$ cat src/hdl/fbd_pkg.sv
`timescale 1ns / 1ps
// Shared widths and constants for the fractional baud divider calculator.
// No dependencies.
package fbd_pkg;

  localparam int unsigned BAUD_W = 24;
  localparam int unsigned MHZ_W = 8;
  localparam int unsigned SCLK_W = 28;
  localparam int unsigned HZ_W = 20;
  localparam logic [HZ_W-1:0] HZ_PER_MHZ = HZ_W'(1000000);
  localparam logic [MHZ_W-1:0] MHZ_RESET = MHZ_W'(40);
  localparam int unsigned FRAC_BITS = 4;
  localparam int unsigned INT_FIELD_W = 12;
  localparam int unsigned PRE_FIELD_W = 8;
  localparam int unsigned IN_TDATA_W = 24;
  localparam int unsigned OUT_TDATA_W = 32;
  localparam int unsigned INT_DIV_BITS_DEF = 12;
  localparam int unsigned PRESCALE_BITS_DEF = 8;

endpackage

$ cat src/hdl/fbd_divider.sv
`timescale 1ns / 1ps
// Pipelined restoring divider, one quotient bit per register stage.
// Carries a sideband vector alongside each item; uses fbd_pkg.
module fbd_divider
  import fbd_pkg::*;
#(
  parameter int unsigned DVD_W = 8,
  parameter int unsigned DVS_W = 8,
  parameter int unsigned SIDE_W = 1
) (
  input  logic              clk_i,
  input  logic              rst_ni,
  input  logic              en_i,
  input  logic              valid_i,
  input  logic [DVD_W-1:0]  dividend_i,
  input  logic [DVS_W-1:0]  divisor_i,
  input  logic [SIDE_W-1:0] side_i,
  output logic              valid_o,
  output logic [DVD_W-1:0]  quotient_o,
  output logic [SIDE_W-1:0] side_o
);

  logic              valid_q [DVD_W];
  logic [DVS_W-1:0]  rem_q   [DVD_W];
  logic [DVD_W-1:0]  qd_q    [DVD_W];
  logic [DVS_W-1:0]  dvs_q   [DVD_W];
  logic [SIDE_W-1:0] side_q  [DVD_W];

  for (genvar k = 0; k < DVD_W; k++) begin : g_stage
    logic              in_valid;
    logic [DVS_W-1:0]  in_rem;
    logic [DVD_W-1:0]  in_qd;
    logic [DVS_W-1:0]  in_dvs;
    logic [SIDE_W-1:0] in_side;
    logic [DVS_W:0]    rem_sh;
    logic [DVS_W:0]    rem_sub;
    logic              ge;

    if (k == 0) begin : g_first
      assign in_valid = valid_i;
      assign in_rem   = '0;
      assign in_qd    = dividend_i;
      assign in_dvs   = divisor_i;
      assign in_side  = side_i;
    end else begin : g_next
      assign in_valid = valid_q[k-1];
      assign in_rem   = rem_q[k-1];
      assign in_qd    = qd_q[k-1];
      assign in_dvs   = dvs_q[k-1];
      assign in_side  = side_q[k-1];
    end

    assign rem_sh  = {in_rem, in_qd[DVD_W-1]};
    assign ge      = rem_sh >= {1'b0, in_dvs};
    assign rem_sub = ge ? (rem_sh - {1'b0, in_dvs}) : rem_sh;

    always_ff @(posedge clk_i or negedge rst_ni) begin
      if (!rst_ni) begin
        valid_q[k] <= 1'b0;
      end else if (en_i) begin
        valid_q[k] <= in_valid;
      end
    end

    always_ff @(posedge clk_i) begin
      if (en_i) begin
        rem_q[k]  <= rem_sub[DVS_W-1:0];
        qd_q[k]   <= {in_qd[DVD_W-2:0], ge};
        dvs_q[k]  <= in_dvs;
        side_q[k] <= in_side;
      end
    end
  end

  assign valid_o    = valid_q[DVD_W-1];
  assign quotient_o = qd_q[DVD_W-1];
  assign side_o     = side_q[DVD_W-1];

endmodule
$ cat config.mk
export PLATFORM = sky130hd
export DESIGN_NAME = fbd_divider
export DESIGN_NICKNAME = d
export VERILOG_FILES = /design/src/hdl/fbd_pkg.sv /design/src/hdl/fbd_divider.sv
export SDC_FILE = /design/constraint.sdc
export NUM_CORES = 1
export LEC_CHECK = 0
export BUFFER_PORTS_ARGS = -buffer_cell sky130_fd_sc_hd__buf_2
export CAP_MARGIN = 30
export CORE_UTILIZATION = 38
export CTS_CLUSTER_SIZE = 20
export DETAILED_ROUTE_END_ITERATION = 8
export GPL_TIMING_DRIVEN = 0
export MAX_ROUTING_LAYER = met4
export SYNTH_ARGS = -nofsm -noshare
export SYNTH_HDL_FRONTEND = slang
export SYNTH_SLANG_ARGS = --single-unit
export TNS_END_PERCENT = 50
$ cat constraint.sdc
create_clock -name clk_i -period 3.01 [get_ports clk_i]
set_input_delay 0.1505 -clock clk_i [delete_from_list [all_inputs] [get_ports clk_i]]
set_output_delay 0.1505 -clock clk_i [all_outputs]
set_load 0.01 [all_outputs]
==> out/results.ini <==
[global_route]
all_layer_gr_usage_pct = 11.9
global_route.overflow_total = 0
grt_pass1_vias = 5132
pin_count_of_the_biggest_net_entering_global_routing = 127
grt_first_pass_wirelength_mm = 21.9
grt_antenna_before_repair = 0

[yosys]
syn-num-nets = 712
synth_edf_count = 184
compound_cell_area_share_of_the_yosys_netlist_pct = 9.73
post_synth_instance_area_sq_um = 8880
simple_gate_portion_of_the_synthesized_area_pct = 5.92
proportion_of_synthesized_area_in_mux_cells_pct = 4.40
yosys_most_used_dff = sky130_fd_sc_hd__edfxtp_1
yosys_warnings = 0
synthCells = 627
count_of_cell_types_in_the_netlist = 52
main_combinational_cell_family_by_area_after_synthesis = compound AO/OA/AOI/OAI gates
async_flop_share_pct = 4.17
yosys.area_share.xor_xnor_pct = 2.17
syn-mean-instance-area_sq_um = 14.2
ys_seq_area_share_pct = 64.5
yosys_register_bits = 192
synth-adder-area-share_pct = 9.53

[floorplan]
die_h_um = 155
dieWidth_um = 155
std_cell_rows = 55
floorplan.core_area_sq_um = 22800
i_o_pins = 31
design.die.area_sq_um = 24000
initial_core_utilization_pct = 39.0

[setup_path]
crit_path_kind = reg -> reg
critical_path.reg2reg.endpoint = rem_q[4][6]
worst_ep_required_time_ns = 3.19
slowest_delay_ns = 0.41
critical_path.endpoint = rem_q[4][6]
cp_num_cells = 8
critPathArrivalTime_ns = 2.62
endpoint_kind = flip-flop
critical_path_buf_inv_count = 0
reg2reg_depth = 8
crit_slowest_cell = sky130_fd_sc_hd__fa_1
critPathTopFamily = compound AO/OA/AOI/OAI gates
cp_max_fo = 3
reg2reg_slack_ns = 0.57
cp_cell_sequence = ha_1, fa_1, nor2b_1, o21ai_1, a21boi_1, nor4_1, a311o_1, mux2_2
worst_setup_path_start_kind = flip-flop
timing.critical_path.from = dvs_q[1][8]
regToRegStartpoint = dvs_q[1][8]

[power]
static-leakage-power_nw = 4.05
max-vdd-ir-drop_mv = 0.374
pwr_density_cell_nw_per_um2 = 756
total_power_mw = 7.71

[outcome]
outcome = finished clean

[layout]
layout-area-overhead-vs-synth_pct = 15.0
insertedDiodeCount = 0
layout-drive-gt1-share_pct = 14.0
fin_nets = 781
fill_cells = 2036

[cts]
cts_buffer_depth = 2
clock_sink_count = 192
cts_max_level = 4
clk_latency_ns = 0.43
clock_tree.root_cell = sky130_fd_sc_hd__clkbuf_16
clk_pin_slew_ns = 0.07
cts_tree = yes
cts_buffers = 17
post-cts-setup-buffers = 0

[placement]
io_buffers = 30
routabilityCongestion = 0.880
post-dp-hpwl_mm = 8.80

[detailed_routing]
post_drt_wl_per_cell_um = 12.3
finalWirelength_mm = 12.5
vias = 4829
drt-initial-drc-count = 286
final_antenna_net_count = 0
detail_route.vias_per_cell = 4.73
firstDrtPassIters = 4
post_detailed_route_drc_marker_count = 0

[timing]
finalCriticalPeriod_ns = 2.44
report.final.hold_viol_count = 0
grt_setup_unrepaired = false
clock_skew_ns = 0.0152
max-slew-margin-rel_pct = 57.5
post-route-period-util_pct = 81.0
report.final.slew_viol_count = 0
fin_tns_setup_ns = 0
clock.fmax_mhz = 410
worst_pin_slew_ns = 0.638
setup_violation_total_in_the_final_timing_report = 0

[worst_hold_path]
hold_class = in -> async

[job]
max_cap_viol_count = 0

area by class of cell:
cell class / count / area (sq um) / share of cell area (%)
plain buffers: 3 / 11.3 / 0.110
clock buffers: 18 / 429 / 4.21
clock inverters: 13 / 129 / 1.26
inverters: 86 / 323 / 3.16
multi-input cells: 346 / 2820 / 27.6
flip-flops and latches: 192 / 5730 / 56.1
well taps: 313 / 392 / 3.84
repair buffers: 50 / 378 / 3.70
per-stage QoR:
stage / utilization [%] / hold slack (ns) / setup slack, ns / area (sq um) / std cells
floorplan: - / -0.145 / 0.787 / 8880 / 627
global placement: 41.4 / -0.0144 / -0.925 / 9420 / 970
detailed placement: 41.5 / -0.00306 / 0.552 / 9460 / 971
CTS: 44.8 / 0.0728 / 0.534 / 10200 / 1021
global route: 44.8 / 0.0885 / 0.458 / 10200 / 1021
finish: 44.8 / 0.0892 / 0.571 / 10200 / 1021
layout by cell type (no fill, tap or decap), drive strengths merged, types with 10 or more instances in the layout:
cell type / count
nor2: 36
nand2b: 14
a21boi: 10
o21ai: 32
dlygate4sd3: 19
clkbuf: 19
ha: 58
a21oi: 37
buf: 33
xnor2: 16
nand2: 14
edfxtp: 184
mux2: 26
inv: 91
a21o: 13
layer usage:
metal	up-vias	share of wire, %	track usage, %
met5	-	0	-
met4	0	2.5	5.70
met3	27	2.4	3.03
met2	55	56	22.7
met1	2317	39	10.9
li1	2430	-	-
kinds of logic (layout without fill, tap and decap cells):
kind of cell               after synthesis  after routing
and+or+nand+nor                        101            101
AOI/OAI and AO/OA                      127            127
buffers and inverters                   89            170
xor gates and xnor gates                22             22
DFF                                    192            192
muxes                                   32             32
adders and majority gates               64             64
worst min-delay path by stage:
| stage | to | cells after the start | slack [ns] |
|---|---|---|---|
| floorplan | g_stage[1].in_valid | 0 | -0.15 |
| global placement | valid_o | 1 | -0.01 |
| detailed placement | valid_o | 1 | -0.003 |
| CTS | g_stage[2].in_valid | 2 | 0.07 |
| global route | g_stage[2].in_valid | 2 | 0.09 |
| finish | g_stage[2].in_valid | 2 | 0.09 |
timing repair:
| action | CTS | global route |
|---|---|---|
| hold buffers | 19 | 0 |
| endpoints found under the hold margin | 26 | 0 |
| gates resized for setup | 0 | 0 |
synth_stat cells, drive strengths merged (5+ instances only):
cell / instances / area (sq um)
nor2: 36 / 135
and3: 6 / 47.5
fa: 6 / 120
a21boi: 10 / 75.1
a21oi: 37 / 215
nor3: 6 / 30.0
nand2b: 14 / 87.6
or3: 5 / 36.3
nand2: 14 / 52.6
o21ai: 32 / 179
ha: 58 / 726
a211oi: 7 / 52.6
edfxtp: 184 / 5530
dfrtp: 8 / 200
o21a: 8 / 60.1
inv: 86 / 323
a31o: 6 / 52.6
mux2i: 6 / 60.1
xor2: 6 / 52.6
a21o: 13 / 97.6
mux2: 26 / 330
o31ai: 5 / 37.5
nor2b: 6 / 37.5
xnor2: 16 / 140
state kept, by name, summed over array words and instances (netlist names):
name / count
dvs_q: 56
g_stage.in_valid: 7
valid_o: 1
side_q: 8
qd_q: 64
rem_q: 56
power by group:
part           total, mW  internal [mW]  switching (mW)
Combinational       1.98          0.964            1.02
Sequential          3.64           3.48           0.162
Clock               2.09           1.09            1.01
Total               7.71           5.53            2.18
(Power assumes the default switching activity.)
